File: src/rtl/sdts_pkg.sv
// Package for the squared distance threshold select unit.
// Holds widths, register indexes and the structs shared between modules.
// No dependencies.
`timescale 1ns / 1ps

package sdts_pkg;

   localparam int VALUE_W            = 16;
   localparam int DIFF_W             = VALUE_W + 1;
   localparam int SQ_W               = 2 * VALUE_W + 1;
   localparam int DIST_W             = 48;
   localparam int OUT_COUNT_W        = 24;
   localparam int COUNT_BITS_DEFAULT = 24;

   localparam int REQ_DATA_W = 2 * VALUE_W;
   localparam int RSP_DATA_W = DIST_W + 2 * OUT_COUNT_W;

   localparam int CSR_ADDR_W = 5;
   localparam int CSR_DATA_W = 64;

   // Register index, taken from paddr[4:3] (registers lie on 8-byte steps).
   typedef enum logic [1:0] {
      REG_THRESHOLD    = 2'd0,
      REG_LIMIT_ENABLE = 2'd1,
      REG_RETAIN_LIMIT = 2'd2
   } reg_index_type;

   typedef struct packed {
      logic [DIST_W-1:0]      distance_threshold;
      logic                   limit_enable;
      logic [OUT_COUNT_W-1:0] retain_limit;
   } cfg_type;

   typedef struct packed {
      logic [SQ_W-1:0] square;
      logic            last_stat;
   } sq_beat_type;

endpackage

File: src/rtl/sdts_csr.sv
// Configuration registers of the squared distance threshold select unit.
// APB-style write and read access. Depends on sdts_pkg.
`timescale 1ns / 1ps

module sdts_csr (
   input  logic                                clock,
   input  logic                                reset,
   input  logic                                csr_psel,
   input  logic                                csr_penable,
   input  logic                                csr_pwrite,
   input  logic [sdts_pkg::CSR_ADDR_W-1:0]     csr_paddr,
   input  logic [sdts_pkg::CSR_DATA_W-1:0]     csr_pwdata,
   output logic [sdts_pkg::CSR_DATA_W-1:0]     csr_prdata,
   output logic                                csr_pready,
   output sdts_pkg::cfg_type                   cfg
);

   sdts_pkg::cfg_type       cfg_ff, cfg_in;
   sdts_pkg::reg_index_type index;
   logic                    write_strobe;

   assign csr_pready   = 1'b1;
   assign index        = sdts_pkg::reg_index_type'(csr_paddr[4:3]);
   assign write_strobe = csr_psel & csr_penable & csr_pwrite & csr_pready;

   always_comb begin
      cfg_in = cfg_ff;
      if (write_strobe) begin
         unique case (index)
            sdts_pkg::REG_THRESHOLD:
               cfg_in.distance_threshold = csr_pwdata[sdts_pkg::DIST_W-1:0];
            sdts_pkg::REG_LIMIT_ENABLE:
               cfg_in.limit_enable = csr_pwdata[0];
            sdts_pkg::REG_RETAIN_LIMIT:
               cfg_in.retain_limit = csr_pwdata[sdts_pkg::OUT_COUNT_W-1:0];
            default: ;
         endcase
      end
   end

   always_ff @(posedge clock) begin
      if (reset) begin
         cfg_ff <= '0;
      end else begin
         cfg_ff <= cfg_in;
      end
   end

   always_comb begin
      csr_prdata = '0;
      unique case (index)
         sdts_pkg::REG_THRESHOLD:
            csr_prdata[sdts_pkg::DIST_W-1:0] = cfg_ff.distance_threshold;
         sdts_pkg::REG_LIMIT_ENABLE:
            csr_prdata[0] = cfg_ff.limit_enable;
         sdts_pkg::REG_RETAIN_LIMIT:
            csr_prdata[sdts_pkg::OUT_COUNT_W-1:0] = cfg_ff.retain_limit;
         default: csr_prdata = '0;
      endcase
   end

   assign cfg = cfg_ff;

endmodule

File: src/rtl/sdts_square.sv
// Input register and squared-difference stage.
// Registers the incoming beat, then registers (sim - obs)^2. Depends on sdts_pkg.
`timescale 1ns / 1ps

module sdts_square (
   input  logic                               clock,
   input  logic                               reset,
   input  logic                               in_valid,
   output logic                               in_ready,
   input  logic signed [sdts_pkg::VALUE_W-1:0] in_sim,
   input  logic signed [sdts_pkg::VALUE_W-1:0] in_obs,
   input  logic                               in_last,
   output logic                               out_valid,
   input  logic                               out_ready,
   output sdts_pkg::sq_beat_type              out_beat
);

   logic                                 in_valid_ff, in_valid_in;
   logic signed [sdts_pkg::VALUE_W-1:0]  sim_ff, obs_ff;
   logic                                 last_in_ff;
   logic                                 sq_valid_ff, sq_valid_in;
   sdts_pkg::sq_beat_type                sq_ff, sq_in;
   logic signed [sdts_pkg::DIFF_W-1:0]   diff;
   logic signed [2*sdts_pkg::DIFF_W-1:0] product;
   logic                                 sq_load;
   logic                                 in_load;

   function automatic logic signed [sdts_pkg::DIFF_W-1:0] in_sim_ext(
      input logic signed [sdts_pkg::VALUE_W-1:0] v
   );
      in_sim_ext = {v[sdts_pkg::VALUE_W-1], v};
   endfunction

   // A stage loads when it is empty or its content moves on in this cycle.
   assign sq_load  = !sq_valid_ff || out_ready;
   assign in_load  = !in_valid_ff || sq_load;
   assign in_ready = in_load;

   assign diff    = sdts_pkg::DIFF_W'(in_sim_ext(sim_ff))
                  - sdts_pkg::DIFF_W'(in_sim_ext(obs_ff));
   assign product = diff * diff;

   always_comb begin
      in_valid_in = in_valid_ff;
      if (in_load) begin
         in_valid_in = in_valid;
      end
      sq_valid_in = sq_valid_ff;
      sq_in       = sq_ff;
      if (sq_load) begin
         sq_valid_in     = in_valid_ff;
         sq_in.square    = product[sdts_pkg::SQ_W-1:0];
         sq_in.last_stat = last_in_ff;
      end
   end

   always_ff @(posedge clock) begin
      if (reset) begin
         in_valid_ff <= 1'b0;
         sq_valid_ff <= 1'b0;
      end else begin
         in_valid_ff <= in_valid_in;
         sq_valid_ff <= sq_valid_in;
      end
   end

   always_ff @(posedge clock) begin
      if (in_load) begin
         sim_ff     <= in_sim;
         obs_ff     <= in_obs;
         last_in_ff <= in_last;
      end
      sq_ff <= sq_in;
   end

   assign out_valid = sq_valid_ff;
   assign out_beat  = sq_ff;

endmodule

File: src/rtl/sdts_select.sv
// Accumulator, threshold and limit decision, counters and result register.
// Consumes squared differences and delivers one result per simulation.
// Depends on sdts_pkg.
`timescale 1ns / 1ps

module sdts_select #(
   parameter int COUNT_BITS = sdts_pkg::COUNT_BITS_DEFAULT
) (
   input  logic                                  clock,
   input  logic                                  reset,
   input  sdts_pkg::cfg_type                     cfg,
   input  logic                                  sq_valid,
   output logic                                  sq_ready,
   input  sdts_pkg::sq_beat_type                 sq_beat,
   output logic                                  rsp_valid,
   input  logic                                  rsp_ready,
   output logic [sdts_pkg::DIST_W-1:0]           rsp_distance,
   output logic [sdts_pkg::OUT_COUNT_W-1:0]      rsp_sim_number,
   output logic                                  rsp_retained,
   output logic [sdts_pkg::OUT_COUNT_W-1:0]      rsp_retained_total
);

   localparam int CMP_W = (COUNT_BITS > sdts_pkg::OUT_COUNT_W) ?
                          COUNT_BITS : sdts_pkg::OUT_COUNT_W;

   logic [sdts_pkg::DIST_W-1:0]      acc_ff, acc_in;
   logic [COUNT_BITS-1:0]            sim_count_ff, sim_count_in;
   logic [COUNT_BITS-1:0]            kept_count_ff, kept_count_in;
   logic                             rsp_valid_ff, rsp_valid_in;
   logic [sdts_pkg::DIST_W-1:0]      dist_ff, dist_in;
   logic [sdts_pkg::OUT_COUNT_W-1:0] sim_num_ff, sim_num_in;
   logic                             kept_ff, kept_in;
   logic [sdts_pkg::OUT_COUNT_W-1:0] total_ff, total_in;

   logic [sdts_pkg::DIST_W:0]        sum;
   logic [sdts_pkg::DIST_W-1:0]      sum_sat;
   logic [CMP_W-1:0]                 kept_ext, limit_ext, kept_next_ext, sim_ext;
   logic [COUNT_BITS-1:0]            kept_next;
   logic                             limit_hit;
   logic                             keep;
   logic                             consume;

   // Beats that do not close a simulation never need the result register.
   assign sq_ready = !sq_beat.last_stat || !rsp_valid_ff || rsp_ready;
   assign consume  = sq_valid && sq_ready;

   assign sum     = {1'b0, acc_ff} + (sdts_pkg::DIST_W + 1)'(sq_beat.square);
   assign sum_sat = sum[sdts_pkg::DIST_W] ? '1 : sum[sdts_pkg::DIST_W-1:0];

   assign kept_ext  = CMP_W'(kept_count_ff);
   assign limit_ext = CMP_W'(cfg.retain_limit);
   assign limit_hit = cfg.limit_enable && (kept_ext >= limit_ext);
   assign keep      = (sum_sat <= cfg.distance_threshold) && !limit_hit;

   // The retained count saturates at all ones.
   assign kept_next     = (keep && !(&kept_count_ff)) ? kept_count_ff + 1'b1 : kept_count_ff;
   assign kept_next_ext = CMP_W'(kept_next);
   assign sim_ext       = CMP_W'(sim_count_ff);

   always_comb begin
      acc_in        = acc_ff;
      sim_count_in  = sim_count_ff;
      kept_count_in = kept_count_ff;
      rsp_valid_in  = rsp_valid_ff && !rsp_ready;
      dist_in       = dist_ff;
      sim_num_in    = sim_num_ff;
      kept_in       = kept_ff;
      total_in      = total_ff;
      if (consume) begin
         if (sq_beat.last_stat) begin
            acc_in        = '0;
            sim_count_in  = sim_count_ff + 1'b1;
            kept_count_in = kept_next;
            rsp_valid_in  = 1'b1;
            dist_in       = sum_sat;
            sim_num_in    = sim_ext[sdts_pkg::OUT_COUNT_W-1:0];
            kept_in       = keep;
            total_in      = kept_next_ext[sdts_pkg::OUT_COUNT_W-1:0];
         end else begin
            acc_in = sum_sat;
         end
      end
   end

   always_ff @(posedge clock) begin
      if (reset) begin
         acc_ff        <= '0;
         sim_count_ff  <= '0;
         kept_count_ff <= '0;
         rsp_valid_ff  <= 1'b0;
      end else begin
         acc_ff        <= acc_in;
         sim_count_ff  <= sim_count_in;
         kept_count_ff <= kept_count_in;
         rsp_valid_ff  <= rsp_valid_in;
      end
   end

   always_ff @(posedge clock) begin
      dist_ff    <= dist_in;
      sim_num_ff <= sim_num_in;
      kept_ff    <= kept_in;
      total_ff   <= total_in;
   end

   assign rsp_valid          = rsp_valid_ff;
   assign rsp_distance       = dist_ff;
   assign rsp_sim_number     = sim_num_ff;
   assign rsp_retained       = kept_ff;
   assign rsp_retained_total = total_ff;

endmodule

File: src/rtl/squared_distance_threshold_select_unit.sv
// Squared distance threshold select unit: accumulates (sim - obs)^2 per simulation and
// decides retention against a threshold and an optional retain limit.
// Throughput: one statistic beat per cycle, sustained unless a result beat is stalled.
// Path: a closing beat passes the input, square and result registers in turn.
// Reset: synchronous, active high; clears config registers, accumulator and both counters.
// Depends on sdts_pkg, sdts_csr, sdts_square and sdts_select.
`timescale 1ns / 1ps

module squared_distance_threshold_select_unit #(
   parameter int COUNT_BITS = sdts_pkg::COUNT_BITS_DEFAULT
) (
   input  logic                                 clock,
   input  logic                                 reset,
   // tdata: sim_value [15:0], obs_value [31:16]
   input  logic                                 req_tvalid,
   output logic                                 req_tready,
   input  logic [sdts_pkg::REQ_DATA_W-1:0]      req_tdata,
   input  logic                                 req_tlast,
   // tdata: distance [47:0], sim_number [71:48], retained_total [95:72]
   // tuser: retained [0]
   output logic                                 rsp_tvalid,
   input  logic                                 rsp_tready,
   output logic [sdts_pkg::RSP_DATA_W-1:0]      rsp_tdata,
   output logic                                 rsp_tuser,
   input  logic                                 csr_psel,
   input  logic                                 csr_penable,
   input  logic                                 csr_pwrite,
   input  logic [sdts_pkg::CSR_ADDR_W-1:0]      csr_paddr,
   input  logic [sdts_pkg::CSR_DATA_W-1:0]      csr_pwdata,
   output logic [sdts_pkg::CSR_DATA_W-1:0]      csr_prdata,
   output logic                                 csr_pready
);

   sdts_pkg::cfg_type                cfg;
   logic                             sq_valid;
   logic                             sq_ready;
   sdts_pkg::sq_beat_type            sq_beat;
   logic [sdts_pkg::DIST_W-1:0]      distance;
   logic [sdts_pkg::OUT_COUNT_W-1:0] sim_number;
   logic [sdts_pkg::OUT_COUNT_W-1:0] retained_total;

   sdts_csr u_csr (
      .clock       (clock),
      .reset       (reset),
      .csr_psel    (csr_psel),
      .csr_penable (csr_penable),
      .csr_pwrite  (csr_pwrite),
      .csr_paddr   (csr_paddr),
      .csr_pwdata  (csr_pwdata),
      .csr_prdata  (csr_prdata),
      .csr_pready  (csr_pready),
      .cfg         (cfg)
   );

   sdts_square u_square (
      .clock     (clock),
      .reset     (reset),
      .in_valid  (req_tvalid),
      .in_ready  (req_tready),
      .in_sim    (req_tdata[sdts_pkg::VALUE_W-1:0]),
      .in_obs    (req_tdata[2*sdts_pkg::VALUE_W-1:sdts_pkg::VALUE_W]),
      .in_last   (req_tlast),
      .out_valid (sq_valid),
      .out_ready (sq_ready),
      .out_beat  (sq_beat)
   );

   sdts_select #(
      .COUNT_BITS (COUNT_BITS)
   ) u_select (
      .clock              (clock),
      .reset              (reset),
      .cfg                (cfg),
      .sq_valid           (sq_valid),
      .sq_ready           (sq_ready),
      .sq_beat            (sq_beat),
      .rsp_valid          (rsp_tvalid),
      .rsp_ready          (rsp_tready),
      .rsp_distance       (distance),
      .rsp_sim_number     (sim_number),
      .rsp_retained       (rsp_tuser),
      .rsp_retained_total (retained_total)
   );

   assign rsp_tdata = {retained_total, sim_number, distance};

endmodule

File: config.mk
export PLATFORM = sky130hd
export DESIGN_NAME = squared_distance_threshold_select_unit
export DESIGN_NICKNAME = d
export VERILOG_FILES = /design/src/rtl/sdts_pkg.sv /design/src/rtl/sdts_csr.sv /design/src/rtl/sdts_square.sv /design/src/rtl/sdts_select.sv /design/src/rtl/squared_distance_threshold_select_unit.sv
export SDC_FILE = /design/constraint.sdc
export NUM_CORES = 1
export LEC_CHECK = 0
export BUFFER_PORTS_ARGS = -buffer_cell sky130_fd_sc_hd__buf_2
export CORE_MARGIN = 2
export CORE_UTILIZATION = 30
export CTS_CLUSTER_DIAMETER = 120
export DETAILED_ROUTE_END_ITERATION = 8
export PLACE_DENSITY_LB_ADDON = 0.3
export SYNTH_ARGS = -nofsm -noshare
export SYNTH_HDL_FRONTEND = slang
export SYNTH_SLANG_ARGS = --single-unit
File: constraint.sdc
create_clock -name clock -period 8.95 [get_ports clock]
set_input_delay 0.4475 -clock clock [delete_from_list [all_inputs] [get_ports clock]]
set_output_delay 0.4475 -clock clock [all_outputs]
set_load 0.02 [all_outputs]
======== Yosys cells after proc, flatten, opt, wreduce, memory -nomap -nowiden ========
Cells that the tools add are included.
word-level totals
  bits in latches ......................... 0
  memory bits (read-only) ................. 0
  memory bits (writable) .................. 0
  flip-flop bits (word level) ............. 336
  word-level logic and storage cells ...... 59
  output and inout port bits .............. 164
  memories ................................ 0
  input port bits ......................... 109
cells by class
  shift operators ......................... 0
  multiply operators ...................... 1
  magnitude comparators ................... 2
  divide/modulo/power cells ............... 0
  add/subtract/negate cells ............... 4
  reductions and logical operators ........ 22
  muxes and demuxes ....................... 8
  bitwise gates (word level) .............. 2
  equality and inequality tests ........... 2
operators by type and width
  cell                                                  count
  2-to-1 mux 48 bit                                     2
  adder 48 x 33 -> 49 bit                               1
  adder 24 x 1 -> 24 bit (second input constant)        2
  less-or-equal comparator 48 bit                       1
  2-to-1 mux 24 bit                                     2
  case mux 23 bit (2 select lines)                      1
  multiplier 17 x 17 -> 33 bit                          1
  greater-or-equal comparator 24 bit                    1
  AND reduction 24 bit                                  1
  subtractor 16 x 16 -> 17 bit                          1
  AND reduction 2 bit                                   4
  logical NOT 1 bit                                     7
  logical AND 1 bit                                     5
  logical OR 1 bit                                      4
  case mux 1 bit (3 select lines)                       1
  AND 1 bit                                             2
  equality test 2 x 1 -> 1 bit (second input constant)  1
  equality test 2 bit (second input constant)           1
  logical NOT 2 bit                                     1
  2-to-1 mux 1 bit                                      2

======== Depth between registers and ports, before layout ========
  word-level depth ........................ 6
  mapped depth ............................ 33
  gate-level depth less buffers ........... 32

======== Modules after synthesis ========
From an unflattened synthesis, not the netlist that was laid out.
second synthesis, totals
  cells, all modules ...................... 2936
  area total of the unflattened synthesis .. 28255.8 µm²
modules (own cells, without submodules)
  module       instances  seq. area each (µm²)  cells an instance  area each (µm²)
  sdts_square  1          2021.9                1270               12605.8
  sdts_select  1          4854.7                1272               11815.1
  sdts_csr     1          1461.4                394                3834.9

======== Worst setup path after synthesis ========
OpenSTA, ideal clock, no wires.
  path type ............................... register -> register
  start point ............................. register u_square.obs_ff[0] (netlist name)
  end point ............................... register u_square.sq_ff, in the netlist u_square.out_beat[32], data pin
  path buffers ............................ 1
  data required time ...................... 8.677 ns
  setup slack ............................. 1.136 ns
  clock period less this slack ............ 7.814 ns
  library setup time ...................... 0.273 ns
  arrival time ............................ 7.541 ns
  cell stages (with the launch flop) ...... 29
  cell sequence ........................... edfxtp_1 ha_1 fa_1 nor2b_1 o2111ai_1 a31oi_1 o41ai_1 a21o_1 nor3b_1 mux2i_1 clkbuf_1 nor2_1 fa_1 inv_1 fa_1 inv_1 fa_1 fa_1 fa_1 inv_1 fa_1 inv_1 ha_1 and3_1 nor2b_1 o221ai_1 a21oi_1 mux2i_1 o2111ai_1
on the way
  longest elaborated chain between the ends .. 2
RTL lines
  what                                 RTL line           RTL
  from (decl)                          sdts_square.sv:19  logic signed [sdts_pkg::VALUE_W-1:0] sim_ff, obs_ff;
  from (signal assigned)               sdts_square.sv:70  obs_ff <= in_obs;
  subtractor 16 x 16 -> 17 bit         sdts_square.sv:40  - sdts_pkg::DIFF_W'(in_sim_ext(obs_ff));
  multiplier 17 x 17 -> 33 bit         sdts_square.sv:41  assign product = diff * diff;
  named net u_square.product, one bit  sdts_square.sv:24  logic signed [2*sdts_pkg::DIFF_W-1:0] product;
  to (signal assigned)                 sdts_square.sv:73  sq_ff <= sq_in;
  to (decl)                            sdts_square.sv:22  sdts_pkg::sq_beat_type sq_ff, sq_in;
The timed path passes the listed nets, and every way through them passes these cells.
A chain may end at the register's enable or synchronous reset.

======== Final worst setup path ========
Ends and elaborated chain as after synthesis.

==> reports/results.md <==
* 163 — number of synthesized flops with an enable pin
* register — Critical Path Sink Type
* input port to register — Worst Hold Class
* 92.37% — Final Cycle Share
* 305.3 µm — die boundary height
* sky130_fd_sc_hd__clkbuf_16 — clock tree root driver cell
* 0 — total global routing overflow
* 335 — Yosys reg bits
* 12 — largest fanout of any net on the critical path
* 110 — row count
* 3 — buffers from clock root to sink, at most
* 236 — IO Port Bufs
* 0.68 ns — setup slack of the worst register-to-register path
* 15.63% — overall global routing resource usage
* register to register — CP Class
* 34.48% — Layout Utilization
* 0 ns — total negative slack
* register — launching element type of the critical path
* 0 — warning count from the yosys run
* 115.9 mm — wire length of the first global-routing pass
* u_square.obs_ff[0] — reg2reg start
* 8.56 ns — data arrival at the endpoint of the critical path
* 13.16% — fraction of final layout cells sized beyond drive strength 1
* 0.57 ns — clk_lat worst skew
* 0.3828 ns — worst-case setup slack after placement
* 0.05243 ns — Min Hold Slack
* 1 — cell depth of the worst min-delay path
* sky130_fd_sc_hd__fa_1 — CP max stage cell
* 28 — number of cells on the worst reg-to-reg path
* u_square.out_beat[32] — endpoint of the worst-slack reg-to-reg timing path
* req_tlast — Min-Delay Startpoint
* finished clean — result of the run
* 0 — CTS hold repair buffers
* sky130_fd_sc_hd__dfxtp_1 — most frequently used flop master after synthesis
* 0 — endpoints failing hold
* 20660 — detailed-route via count
* 0 — number of violations of the max-capacitance limit
* 2907 — synthesized netlist cell count
* 3693 — number of nets in the layout
* 57.76 mm — Detailed Place HPWL
* 335 — total clock sinks
* 9.24 ns — Data required, critical path
* 0.6827 ns — final worst setup slack
* 0.09320 mm² — Die ar.
* u_square.last_in_ff — Worst Hold Path EP
* 30.25% — effective utilization at floorplan
* 121.0 MHz — maximum clock frequency
* 273 — Ports
* 30.62% — Seq/Total Area, Yosys
* built — CTS tree
* 6 — 1st-pass router iterations
* 0 — final setup vio count
* 9380 — number of fill cells in the layout
* 0.06 ns — Clock Pin Slew Worst Setup and Hold Paths
* 0% — Post-synth ARST share
* 0.8695 — RD Place Congestion
* 4.779 — via/cell ratio
* 2 — antenna violations before repair
* 1266 — Initial DRC Count
* 2 — H-tree lvl count
* false — unrepaired setup endpoints after global routing
* 0.64 ns — biggest cell delay along the critical path
* sky130_fd_sc_hd__fa_1 — library cell appearing most often on the critical path
* 23.83% — Max-slew headroom
* 305.3 µm — DIE WIDTH
* 1.143 ns — slew of the pin with the lowest slew margin
* 8.267 ns — final worst path period need
* 13.98% — Area Overhead vs Synth
* 9.367 µm² — mean post-synth cell area
* 74 — maximum number of pins on one net before global-route repair
* 88 — Netlist cell types
* 0.02723 mm² — area of the mapped netlist
* 17.03 µm — routed wirelength normalized by instance count
* 0.09001 mm² — Core ar.
* 20760 — vias in the first global route
* 39 — number of buffers added by the clock tree synthesis step
* 0 — antenna viol nets, final
* 0 — fin. max-slew vios
* 0 — detailed-route DRC error count
* 73.61 mm — Routed Wire Length
* 0.02141 ns — setup skew after layout
synthesized netlist by cell type, types with 8 or more instances:
| library cell | number | area (µm²) |
|---|---|---|
| sky130_fd_sc_hd__clkbuf_1 | 84 | 315.3 |
| sky130_fd_sc_hd__inv_1 | 453 | 1700 |
| sky130_fd_sc_hd__a211oi_1 | 18 | 135.1 |
| sky130_fd_sc_hd__o31ai_1 | 11 | 82.58 |
| sky130_fd_sc_hd__a21o_1 | 43 | 322.8 |
| sky130_fd_sc_hd__nor3_1 | 57 | 285.3 |
| sky130_fd_sc_hd__mux2i_1 | 32 | 320.3 |
| sky130_fd_sc_hd__buf_1 | 10 | 37.54 |
| sky130_fd_sc_hd__buf_4 | 20 | 150.1 |
| sky130_fd_sc_hd__nand2_2 | 8 | 50.05 |
| sky130_fd_sc_hd__o211ai_1 | 20 | 150.1 |
| sky130_fd_sc_hd__and4_1 | 8 | 70.07 |
| sky130_fd_sc_hd__nor4_1 | 15 | 93.84 |
| sky130_fd_sc_hd__fa_1 | 266 | 5325 |
| sky130_fd_sc_hd__a21oi_1 | 178 | 890.9 |
| sky130_fd_sc_hd__a31oi_1 | 23 | 143.9 |
| sky130_fd_sc_hd__xnor2_1 | 62 | 543.0 |
| sky130_fd_sc_hd__buf_2 | 10 | 50.05 |
| sky130_fd_sc_hd__or4_1 | 9 | 67.56 |
| sky130_fd_sc_hd__edfxtp_1 | 163 | 4895 |
| sky130_fd_sc_hd__o21a_1 | 15 | 112.6 |
| sky130_fd_sc_hd__dfxtp_1 | 172 | 3443 |
| sky130_fd_sc_hd__a22o_1 | 30 | 262.8 |
| sky130_fd_sc_hd__o21ai_0 | 64 | 320.3 |
| sky130_fd_sc_hd__nor2_1 | 215 | 807.0 |
| sky130_fd_sc_hd__and3_1 | 29 | 181.4 |
| sky130_fd_sc_hd__nand3_1 | 44 | 220.2 |
| sky130_fd_sc_hd__or2_2 | 8 | 50.05 |
| sky130_fd_sc_hd__and2_1 | 11 | 68.82 |
| sky130_fd_sc_hd__nor3b_1 | 8 | 60.06 |
| sky130_fd_sc_hd__ha_1 | 202 | 2527 |
| sky130_fd_sc_hd__nor2b_1 | 23 | 143.9 |
| sky130_fd_sc_hd__xor2_1 | 60 | 525.5 |
| sky130_fd_sc_hd__nand2_1 | 351 | 1318 |
| sky130_fd_sc_hd__nand2b_1 | 11 | 68.82 |
| sky130_fd_sc_hd__nand4_1 | 33 | 206.5 |
| sky130_fd_sc_hd__or3_1 | 15 | 93.84 |
routing by layer:
layer / vias up / share of wire [%] / global-route usage (%)
li1: 10050 / - / -
met5: - / 0 / 0
met4: 0 / 2.3 / 3.826
met3: 101 / 5.2 / 2.385
met1: 9957 / 45 / 21.08
met2: 552 / 47 / 26.22
flip-flops by register name, indices dropped and copies added, names as in the netlist, 16 cells and up:
register	cells
u_csr.cfg	73
u_select.acc_ff	48
u_select.rsp_distance	48
u_square.out_beat	33
u_select.kept_count_ff	24
u_select.rsp_retained_total	24
u_select.rsp_sim_number	24
u_select.sim_count_ff	24
u_square.obs_ff	16
u_square.sim_ff	16
timing repair:
item | 4_1_cts | 5_1_grt
setup buffers | 0 | 0
endpoints found under the setup margin | 0 | 4
resized for setup | 0 | 3
cells by family (layout without fill, tap and decap cells):
family                     Yosys count  after routing  synth area share (%)
AOI/OAI and AO/OA                  484            484                 11.71
xor gates and xnor gates           123            123                 3.984
adders and majority gates          468            468                 28.84
buffers and inverters              588            811                 8.514
DFF                                335            335                 30.62
muxes                               40             40                 1.507
other                                2             18               0.02758
and+or+nand+nor                    867            867                 14.80
worst max-delay path, delay by kind of cell, from the launching register on:
kind                     cells  cell delay, ns
AO/OA/AOI/OAI                7            1.42
adder cells (fa/ha/maj)      9            4.36
buffers and inverters        5            0.63
flip-flops                   1            0.37
multiplexers                 2            0.44
AND/OR/NAND/NOR              5            0.76
worst max-delay path by stage:
stage,cells past startpoint,to,slack [ns],start
after CTS,29,u_square.out_beat[32],0.34,u_square.obs_ff[1]
final,28,u_square.out_beat[32],0.68,u_square.obs_ff[0]
after detailed placement,29,u_square.out_beat[32],0.38,u_square.obs_ff[1]
after floorplan,28,u_square.out_beat[32],1.14,u_square.obs_ff[0]
after global routing,31,u_square.out_beat[33],0.10,u_square.sim_ff[0]
after global placement,29,u_square.out_beat[32],0.50,u_square.obs_ff[1]
metrics by stage:
| step | cells | cell area (µm²) |
|---|---|---|
| 2_1_floorplan | 2922 | 27290 |
| 3_3_place_gp | 4251 | 29710 |
| 3_5_place_dp | 4251 | 29710 |
| 4_1_cts | 4321 | 31020 |
| 5_1_grt | 4322 | 31040 |
| 6_report | 4322 | 31040 |
layout by cell type (no fill, tap or decap), types with 31 or more instances in the layout:
cell,instances
sky130_fd_sc_hd__inv_1,452
sky130_fd_sc_hd__nand2_1,350
sky130_fd_sc_hd__fa_1,266
sky130_fd_sc_hd__buf_2,235
sky130_fd_sc_hd__nor2_1,214
sky130_fd_sc_hd__ha_1,202
sky130_fd_sc_hd__a21oi_1,178
sky130_fd_sc_hd__dfxtp_1,172
sky130_fd_sc_hd__edfxtp_1,163
sky130_fd_sc_hd__o21ai_0,64
sky130_fd_sc_hd__xnor2_1,61
sky130_fd_sc_hd__xor2_1,60
sky130_fd_sc_hd__nor3_1,56
sky130_fd_sc_hd__buf_4,46
sky130_fd_sc_hd__nand3_1,44
sky130_fd_sc_hd__a21o_1,43
sky130_fd_sc_hd__clkbuf_16,41
sky130_fd_sc_hd__nand4_1,33
sky130_fd_sc_hd__mux2i_1,31
cell type report:
cell class	count	area [µm²]	area share, %
inverter	460	1729	5.571
clock inverter	22	246.5	0.7942
timing repair buffer	281	1521	4.902
antenna	1	2.502	0.008063
sequential	335	8338	26.86
tap	1176	1471	4.741
clock buffer	48	1062	3.423
multi-input combinational	1999	16670	53.70
Power is not shown: default switching activity piles up to over one toggle a cycle in this logic, so the estimate is an artifact.
